$ cat src/hdl/psch_pkg.sv
// ----------------------------------------------------------------------------
// psch_pkg
// Shared constants, codes and types of the preemptive priority scheduler.
// ----------------------------------------------------------------------------
`default_nettype none

package psch_pkg;

	localparam int MAX_PROCS = 16;
	localparam int IDX_W     = $clog2(MAX_PROCS);
	localparam int CNT_W     = $clog2(MAX_PROCS + 1);

	localparam int FUNC_W = 2;
	localparam int TIME_W = 16;
	localparam int PRIO_W = 8;
	localparam int PID_W  = 5;
	localparam int TICK_W = 32;

	typedef enum logic [FUNC_W-1:0] {
		FUNC_CLEAR = 2'd0,
		FUNC_LOAD  = 2'd1,
		FUNC_TICK  = 2'd2
	} psch_func_t;

	typedef struct packed {
		logic [TIME_W-1:0] arrival;
		logic [TIME_W-1:0] burst;
		logic [TIME_W-1:0] remaining;
		logic [PRIO_W-1:0] prio;
	} psch_entry_t;

	localparam int ENTRY_W = $bits(psch_entry_t);

	typedef struct packed {
		logic found;
		logic [PRIO_W-1:0] best_prio;
	} psch_best_t;

endpackage

`default_nettype wire

$ cat src/hdl/psch_ram.sv
// ----------------------------------------------------------------------------
// psch_ram
// Generic simple dual-port RAM: one write port, one registered read port.
// ----------------------------------------------------------------------------
`default_nettype none

module psch_ram #(
	parameter int WIDTH = 8,
	parameter int DEPTH = 16
) (
	input  wire logic                     clk,
	input  wire logic                     we,
	input  wire logic [$clog2(DEPTH)-1:0] waddr,
	input  wire logic [WIDTH-1:0]         wdata,
	input  wire logic [$clog2(DEPTH)-1:0] raddr,
	output logic      [WIDTH-1:0]         rdata
);

	logic [WIDTH-1:0] mem_q [DEPTH];

	always_ff @(posedge clk) begin
		if (we) begin
			mem_q[waddr] <= wdata;
		end
		rdata <= mem_q[raddr];
	end

endmodule

`default_nettype wire

$ cat src/hdl/psch_cmp.sv
// ----------------------------------------------------------------------------
// psch_cmp
// Shared compare unit: tests one table word for readiness and against the
// best candidate found so far in the current scan.
// ----------------------------------------------------------------------------
`default_nettype none

module psch_cmp (
	input  wire psch_pkg::psch_entry_t        word,
	input  wire logic [psch_pkg::TICK_W-1:0]  tick,
	input  wire psch_pkg::psch_best_t         best,
	output logic                              take
);

	import psch_pkg::*;

	logic ready_word;

	always_comb begin
		ready_word = (word.remaining != '0) && (TICK_W'(word.arrival) <= tick);
		take       = ready_word && (!best.found || (word.prio < best.best_prio));
	end

endmodule

`default_nettype wire

$ cat src/hdl/preemptive_priority_scheduler.sv
// ----------------------------------------------------------------------------
// preemptive_priority_scheduler
// Preemptive priority scheduler over a table of up to MAX_PROCS processes.
// ----------------------------------------------------------------------------
// A clear or load word gives no result. A tick word yields one result word:
// the table sits in one RAM and, unless it is empty, a single priority
// comparator walks it one entry per cycle through the RAM read port, after
// which the chosen entry is written back and completion, turnaround and
// waiting are formed in turn in the CT, TAT and WT states. The block takes no
// new word while a tick is in progress; a result word waiting at the output
// does not hold off the next clear or load.
`default_nettype none

module preemptive_priority_scheduler (
	input  wire logic                          clk,
	input  wire logic                          arst_n,
	input  wire logic                          cmd_valid,
	output logic                               cmd_ready,
	input  wire logic [psch_pkg::FUNC_W-1:0]   func,
	input  wire logic [psch_pkg::TIME_W-1:0]   arrival_time,
	input  wire logic [psch_pkg::TIME_W-1:0]   burst_time,
	input  wire logic [psch_pkg::PRIO_W-1:0]   priority_level,
	output logic                               rsp_valid,
	input  wire logic                          rsp_ready,
	output logic                               ran,
	output logic      [psch_pkg::PID_W-1:0]    proc_id,
	output logic                               finished,
	output logic      [psch_pkg::TICK_W-1:0]   completion_time,
	output logic      [psch_pkg::TICK_W-1:0]   turnaround,
	output logic      [psch_pkg::TICK_W-1:0]   waiting,
	output logic                               all_done
);

	import psch_pkg::*;

	typedef enum logic [2:0] {
		ST_IDLE,
		ST_SCAN,
		ST_CT,
		ST_TAT,
		ST_WT,
		ST_RESULT
	} state_t;

	state_t               state_q;
	logic [CNT_W-1:0]     count_q;
	logic [CNT_W-1:0]     done_q;
	logic [TICK_W-1:0]    tick_q;
	logic [CNT_W-1:0]     scan_q;
	logic                 issued_s1;
	logic [IDX_W-1:0]     idx_s1;
	psch_best_t           best_q;
	psch_entry_t          best_word_q;
	logic [IDX_W-1:0]     best_idx_q;
	logic                 fin_q;
	logic [TICK_W-1:0]    ct_q;
	logic [TICK_W-1:0]    tat_q;
	logic [TICK_W-1:0]    wt_q;

	logic                 rsp_valid_q;
	logic                 ran_q;
	logic [PID_W-1:0]     proc_id_q;
	logic                 finished_q;
	logic [TICK_W-1:0]    ct_out_q;
	logic [TICK_W-1:0]    tat_out_q;
	logic [TICK_W-1:0]    wt_out_q;
	logic                 all_done_q;

	logic                 accept;
	logic                 wr_en;
	logic [IDX_W-1:0]     wr_addr;
	psch_entry_t          wr_word;
	logic [ENTRY_W-1:0]   rd_data;
	psch_entry_t          rd_word;
	logic                 take;
	logic                 table_full;
	logic [IDX_W-1:0]     last_idx;
	logic [TIME_W-1:0]    new_rem;
	logic [IDX_W:0]       pid_full;
	logic                 out_free;

	psch_ram #(
		.WIDTH(ENTRY_W),
		.DEPTH(MAX_PROCS)
	) u_table (
		.clk  (clk),
		.we   (wr_en),
		.waddr(wr_addr),
		.wdata(wr_word),
		.raddr(scan_q[IDX_W-1:0]),
		.rdata(rd_data)
	);

	assign rd_word = psch_entry_t'(rd_data);

	psch_cmp u_cmp (
		.word(rd_word),
		.tick(tick_q),
		.best(best_q),
		.take(take)
	);

	always_comb begin
		accept     = cmd_valid && cmd_ready;
		table_full = (count_q >= CNT_W'(MAX_PROCS));
		last_idx   = IDX_W'(count_q - CNT_W'(1));
		new_rem    = best_word_q.remaining - TIME_W'(1);
		pid_full   = {1'b0, best_idx_q} + (IDX_W+1)'(1);
		out_free   = !rsp_valid_q || rsp_ready;
		wr_en      = 1'b0;
		wr_addr    = count_q[IDX_W-1:0];
		wr_word    = '{arrival: arrival_time, burst: burst_time,
		               remaining: burst_time, prio: priority_level};
		if (state_q == ST_CT) begin
			wr_en             = best_q.found;
			wr_addr           = best_idx_q;
			wr_word           = best_word_q;
			wr_word.remaining = new_rem;
		end else if (accept && (func == FUNC_LOAD) && !table_full) begin
			wr_en = 1'b1;
		end
	end

	always_ff @(posedge clk or negedge arst_n) begin
		if (!arst_n) begin
			state_q     <= ST_IDLE;
			count_q     <= '0;
			done_q      <= '0;
			tick_q      <= '0;
			scan_q      <= '0;
			issued_s1   <= 1'b0;
			best_q      <= '0;
			fin_q       <= 1'b0;
			rsp_valid_q <= 1'b0;
		end else begin
			if (rsp_valid_q && rsp_ready && (state_q != ST_RESULT)) begin
				rsp_valid_q <= 1'b0;
			end
			case (state_q)
				ST_IDLE: begin
					if (accept) begin
						case (func)
							FUNC_CLEAR: begin
								count_q <= '0;
								done_q  <= '0;
								tick_q  <= '0;
							end
							FUNC_LOAD: begin
								if (!table_full) begin
									count_q <= count_q + CNT_W'(1);
									if (burst_time == '0) begin
										done_q <= done_q + CNT_W'(1);
									end
								end
							end
							FUNC_TICK: begin
								scan_q    <= '0;
								issued_s1 <= 1'b0;
								best_q    <= '0;
								state_q   <= (count_q == '0) ? ST_CT : ST_SCAN;
							end
							default: begin
							end
						endcase
					end
				end
				ST_SCAN: begin
					if (scan_q < count_q) begin
						scan_q    <= scan_q + CNT_W'(1);
						issued_s1 <= 1'b1;
						idx_s1    <= scan_q[IDX_W-1:0];
					end else begin
						issued_s1 <= 1'b0;
					end
					if (issued_s1 && take) begin
						best_q.found     <= 1'b1;
						best_q.best_prio <= rd_word.prio;
						best_word_q      <= rd_word;
						best_idx_q       <= idx_s1;
					end
					if (issued_s1 && (idx_s1 == last_idx)) begin
						state_q <= ST_CT;
					end
				end
				ST_CT: begin
					fin_q  <= best_q.found && (new_rem == '0);
					if (best_q.found && (new_rem == '0)) begin
						done_q <= done_q + CNT_W'(1);
					end
					ct_q    <= tick_q + TICK_W'(1);
					tick_q  <= tick_q + TICK_W'(1);
					state_q <= ST_TAT;
				end
				ST_TAT: begin
					tat_q   <= ct_q - TICK_W'(best_word_q.arrival);
					state_q <= ST_WT;
				end
				ST_WT: begin
					wt_q    <= tat_q - TICK_W'(best_word_q.burst);
					state_q <= ST_RESULT;
				end
				ST_RESULT: begin
					if (out_free) begin
						rsp_valid_q <= 1'b1;
						ran_q       <= best_q.found;
						proc_id_q   <= best_q.found ? PID_W'(pid_full) : '0;
						finished_q  <= fin_q;
						ct_out_q    <= fin_q ? ct_q : '0;
						tat_out_q   <= fin_q ? tat_q : '0;
						wt_out_q    <= fin_q ? wt_q : '0;
						all_done_q  <= (done_q == count_q);
						state_q     <= ST_IDLE;
					end
				end
				default: begin
					state_q <= ST_IDLE;
				end
			endcase
		end
	end

	assign cmd_ready       = (state_q == ST_IDLE);
	assign rsp_valid       = rsp_valid_q;
	assign ran             = ran_q;
	assign proc_id         = proc_id_q;
	assign finished        = finished_q;
	assign completion_time = ct_out_q;
	assign turnaround      = tat_out_q;
	assign waiting         = wt_out_q;
	assign all_done        = all_done_q;

`ifndef SYNTHESIS
	a_done_le_count: assert property (@(posedge clk) disable iff (!arst_n)
		done_q <= count_q)
		else $error("finished count exceeds loaded count");

	a_scan_nonempty: assert property (@(posedge clk) disable iff (!arst_n)
		(state_q == ST_SCAN) |-> (count_q != '0))
		else $error("scan running over an empty table");

	a_idle_result: assert property (@(posedge clk) disable iff (!arst_n)
		(rsp_valid && !ran) |-> ((proc_id == '0) && !finished))
		else $error("idle tick reports a process");

	a_finish_ran: assert property (@(posedge clk) disable iff (!arst_n)
		(rsp_valid && finished) |-> (ran && (proc_id != '0)))
		else $error("completion reported without a run");
`endif

endmodule

`default_nettype wire
$ cat config.mk
export PLATFORM = sky130hd
export DESIGN_NAME = preemptive_priority_scheduler
export DESIGN_NICKNAME = d
export VERILOG_FILES = /design/src/hdl/psch_pkg.sv /design/src/hdl/psch_ram.sv /design/src/hdl/psch_cmp.sv /design/src/hdl/preemptive_priority_scheduler.sv
export SDC_FILE = /design/constraint.sdc
export NUM_CORES = 1
export LEC_CHECK = 0
export BUFFER_PORTS_ARGS = -buffer_cell sky130_fd_sc_hd__buf_2
export CORE_MARGIN = 10
export CORE_UTILIZATION = 50
export CTS_CLUSTER_DIAMETER = 120
export DETAILED_ROUTE_END_ITERATION = 10
export PLACE_DENSITY_LB_ADDON = 0.15
export SYNTH_ARGS = -nofsm -noshare
export SYNTH_HDL_FRONTEND = slang
export SYNTH_HIERARCHICAL = 1
export SYNTH_SLANG_ARGS = --single-unit
$ cat constraint.sdc
create_clock -name clk -period 17.8 [get_ports clk]
set_clock_uncertainty 0.15 [all_clocks]
set_input_delay 1.78 -clock clk [delete_from_list [all_inputs] [get_ports clk]]
set_output_delay 1.78 -clock clk [all_outputs]
set_load 0.01 [all_outputs]
==> results.py <==
metrics = {
    "run_status": {
        "status": "finished clean",
    },
    "synth": {
        "yosys_warnings": 6,
        "async_flop_share_pct": 4.85,
        "synth_cells": 2853,
        "ys_types": 84,
        "synth_nets": 2969,
        "avgSynthCellArea_sq_um": 17.8,
        "synth_edf_count": 1160,
        "synthFlopType": "edfxtp_1",
        "ys_seq_elements": 1278,
        "syn_area_sq_um": 50800,
        "ys_seq_area_share_pct": 73.8,
    },
    "cts": {
        "post_cts_buffers": 0,
        "htreeDepth": 4,
        "clk_pin_slew_ns": 0.06,
        "hold_buffers": 0,
        "post_cts_resized": 0,
        "cts_buffers": 132,
        "clk_latency_ns": 0.74,
        "cts-root-buf": "clkbuf_16",
        "cts_buffer_depth": 3,
        "clock_sinks": 1278,
        "cts_tree": "built",
    },
    "sta": {
        "rsz0062_at_grt": "no",
        "min_period_ns": 4.59,
        "finalHoldViolations": 0,
        "max-slew-margin-rel_pct": 16.1,
        "fin_setup_tns_ns": 0,
        "setup_viol": 0,
        "drv_slew": 0,
        "max_freq_mhz": 218,
        "fin_crit_sh_pct": 25.8,
        "tightest_slew_ns": 1.25,
    },
    "worst_setup_path": {
        "crit_fanout": 34,
        "worstPathCellList": "buf_2, inv_1, and3_2, nand2_1, nor2_1, a21o_1, nand3_1, nor2_4, buf_4",
        "cp-startpoint": "func[1]",
        "crit-reg2reg-launch": "state_q[0]",
        "ff2ff_path_depth": 8,
        "endpoint_kind": "flip-flop",
        "worstPathRequired_ns": 18.00,
        "cp_slowest_cell": "nor2_4",
        "worst_path_largest_cell_delay_ns": 0.93,
        "crit_type": "input pin to flip-flop",
        "startpoint_type": "input pin",
        "crit_arrival_ns": 4.80,
    },
    "final_layout": {
        "largest_reg_flops": 896,
        "syn_to_final_growth_pct": 13.7,
        "largest_registers": "u_table/mem_q: 896 flops, best_word_q: 56 flops, u_table/rdata: 56 flops",
        "final_util_pct": 57.6,
        "drive_gt1_share_pct": 22.2,
        "max_flop_register": "u_table/mem_q",
        "fillers": 7639,
        "layout.nets": 3219,
    },
    "floorplanning": {
        "die_h_um": 339,
        "std_cell_rows": 116,
        "fp.dieW_um": 339,
        "dieArea_sq_um": 115000,
        "initial_core_util_pct": 50.6,
        "io-pin-count": 152,
        "core_sq_um": 100000,
    },
    "global_route": {
        "grt_pass1_vias": 27500,
        "grt_util_all_layers_pct": 20.5,
        "overflow": 0,
        "grtUsageMet3_pct": 4.09,
        "grt_max_degree": 133,
        "antenna_found_initial": 2,
        "grt_pass1_wl_mm": 177,
        "grtUsageMet1_pct": 28.0,
        "busiest_layer": "met2",
        "grt_use_met2_pct": 32.5,
    },
    "flow_run": {
        "drv_cap": 0,
    },
    "pwr": {
        "p_leak_nw": 19.8,
        "p_per_area_nw_per_um2": 145,
        "total_power_mw": 8.37,
        "vdd_drop_max_uv": 81.7,
    },
    "route": {
        "drt-initial-drc-count": 2440,
        "ant_nets": 0,
        "drt_wl_total_mm": 119,
        "num_vias": 26900,
        "detail_route.wl_per_cell_um": 26.0,
        "drc": 0,
        "via_per_inst": 5.88,
        "first_pass_iters": 5,
    },
    "place": {
        "place_hpwl_mm": 71.7,
        "place.gp.congestion": 0.864,
        "portBuffers": 151,
    },
    "worst_hold_path": {
        "holdCritStartpoint": "u_table/rdata[34]",
        "hp-class": "flip-flop to flip-flop",
        "min_path_cells": 0,
    },
}
cells by family (layout without fill, tap and decap cells):
kind of cell             Yosys count  count (layout)  share of synthesized area, %
AO/OA/AOI/OAI                    385             385                          4.99
XOR/XNOR                         111             111                          1.91
adder cells (fa/ha/maj)           70              70                          1.75
buffers and inverters            205             563                          1.82
flip-flops                      1278            1278                          73.8
multiplexers                     226             226                          9.97
other                              0               1                             0
AND/OR/NAND/NOR                  578             578                          5.78
stage by stage:
| stage | setup WS, ns | instance area (sq um) | std cells | hold WS (ns) |
|---|---|---|---|---|
| after floorplan | 4.93 | 50800 | 2853 | 0.236 |
| after global placement | 12.56 | 53500 | 4326 | 0.241 |
| after detailed placement | 12.49 | 53500 | 4326 | 0.239 |
| after CTS | 13.26 | 57800 | 4568 | 0.254 |
| after global routing | 13.04 | 57800 | 4568 | 0.256 |
| final | 13.21 | 57800 | 4569 | 0.252 |
per-layer routing:
metal	part of all wire, %	routed length, um
met1	42	49900
met5	0	0
met4	3.0	3510
met3	6.9	8180
met2	48	57300
worst max-delay path, delay by kind of cell:
kind	cells	cell delay, ns
buf+inv	3	0.91
simple gates	5	1.86
compound gates	1	0.20
cell usage in the layout, fill, tap and decap left out, types with 78 or more instances in the layout:
master     count
edfxtp_1    1160
mux4_2       224
nand2_1      208
buf_2        151
clkbuf_16    135
o21ai_0      118
a22oi_1      112
and2_1       105
buf_4         85
inv_1         84
nor2_1        78
cell usage after synthesis (4+ instances only):
| library cell | n | area, sq um |
|---|---|---|
| a211o_1 | 4 | 35.0 |
| a21o_1 | 19 | 143 |
| a21oi_1 | 44 | 220 |
| a22o_1 | 7 | 61.3 |
| a22oi_1 | 112 | 841 |
| a31o_2 | 5 | 43.8 |
| a31oi_1 | 8 | 50.1 |
| and2_1 | 106 | 663 |
| and3_1 | 12 | 75.1 |
| and4_1 | 7 | 61.3 |
| buf_1 | 4 | 15.0 |
| buf_2 | 11 | 55.1 |
| buf_4 | 5 | 37.5 |
| buf_6 | 15 | 169 |
| clkbuf_1 | 85 | 319 |
| dfrtp_1 | 62 | 1550 |
| dfxtp_1 | 56 | 1120 |
| edfxtp_1 | 1160 | 34800 |
| ha_1 | 68 | 851 |
| inv_1 | 84 | 315 |
| mux4_2 | 224 | 5040 |
| nand2_1 | 208 | 781 |
| nand2b_1 | 12 | 75.1 |
| nand3_1 | 29 | 145 |
| nand4_1 | 17 | 106 |
| nor2_1 | 91 | 342 |
| nor2b_1 | 8 | 50.1 |
| nor3_1 | 21 | 105 |
| nor3b_1 | 4 | 30.0 |
| nor4_1 | 19 | 119 |
| o21a_1 | 10 | 75.1 |
| o21ai_0 | 120 | 601 |
| o21bai_1 | 4 | 30.0 |
| o31ai_1 | 13 | 97.6 |
| o41ai_1 | 6 | 52.6 |
| or2_2 | 5 | 31.3 |
| or3_1 | 7 | 43.8 |
| xnor2_1 | 62 | 543 |
| xor2_1 | 49 | 429 |
worst paths after layout:
check                                       endpoint  slack (ns)
max in group asynchronous                  scan_q[0]       15.50
worst max-delay path            u_table/mem_q[14][3]       13.21
worst min register to register       best_word_q[34]        0.25
worst max register to register  u_table/mem_q[14][3]       13.29
min in group asynchronous                 state_q[2]        0.90
worst min-delay path                 best_word_q[34]        0.25
cell type report:
cell class,count,area [sq um],area share [%]
clock inverter,52,551,0.952
tap,1357,1700,2.94
clock buffer,190,3720,6.44
multi-input combinational,1370,12600,21.8
antenna,1,2.50,0.00433
timing repair buffer,237,1410,2.45
inverter,84,315,0.545
sequential,1278,37500,64.9
power breakdown:
group          leakage (nW)  total (mW)  internal, mW  switching [mW]
Combinational          5.84        1.82         0.772            1.05
Clock                  2.09        2.71          1.59            1.12
Sequential             11.8        3.83          3.64           0.193
Total                  19.8        8.37          6.01            2.36
No activity file was read; power rests on OpenSTA's default activity.
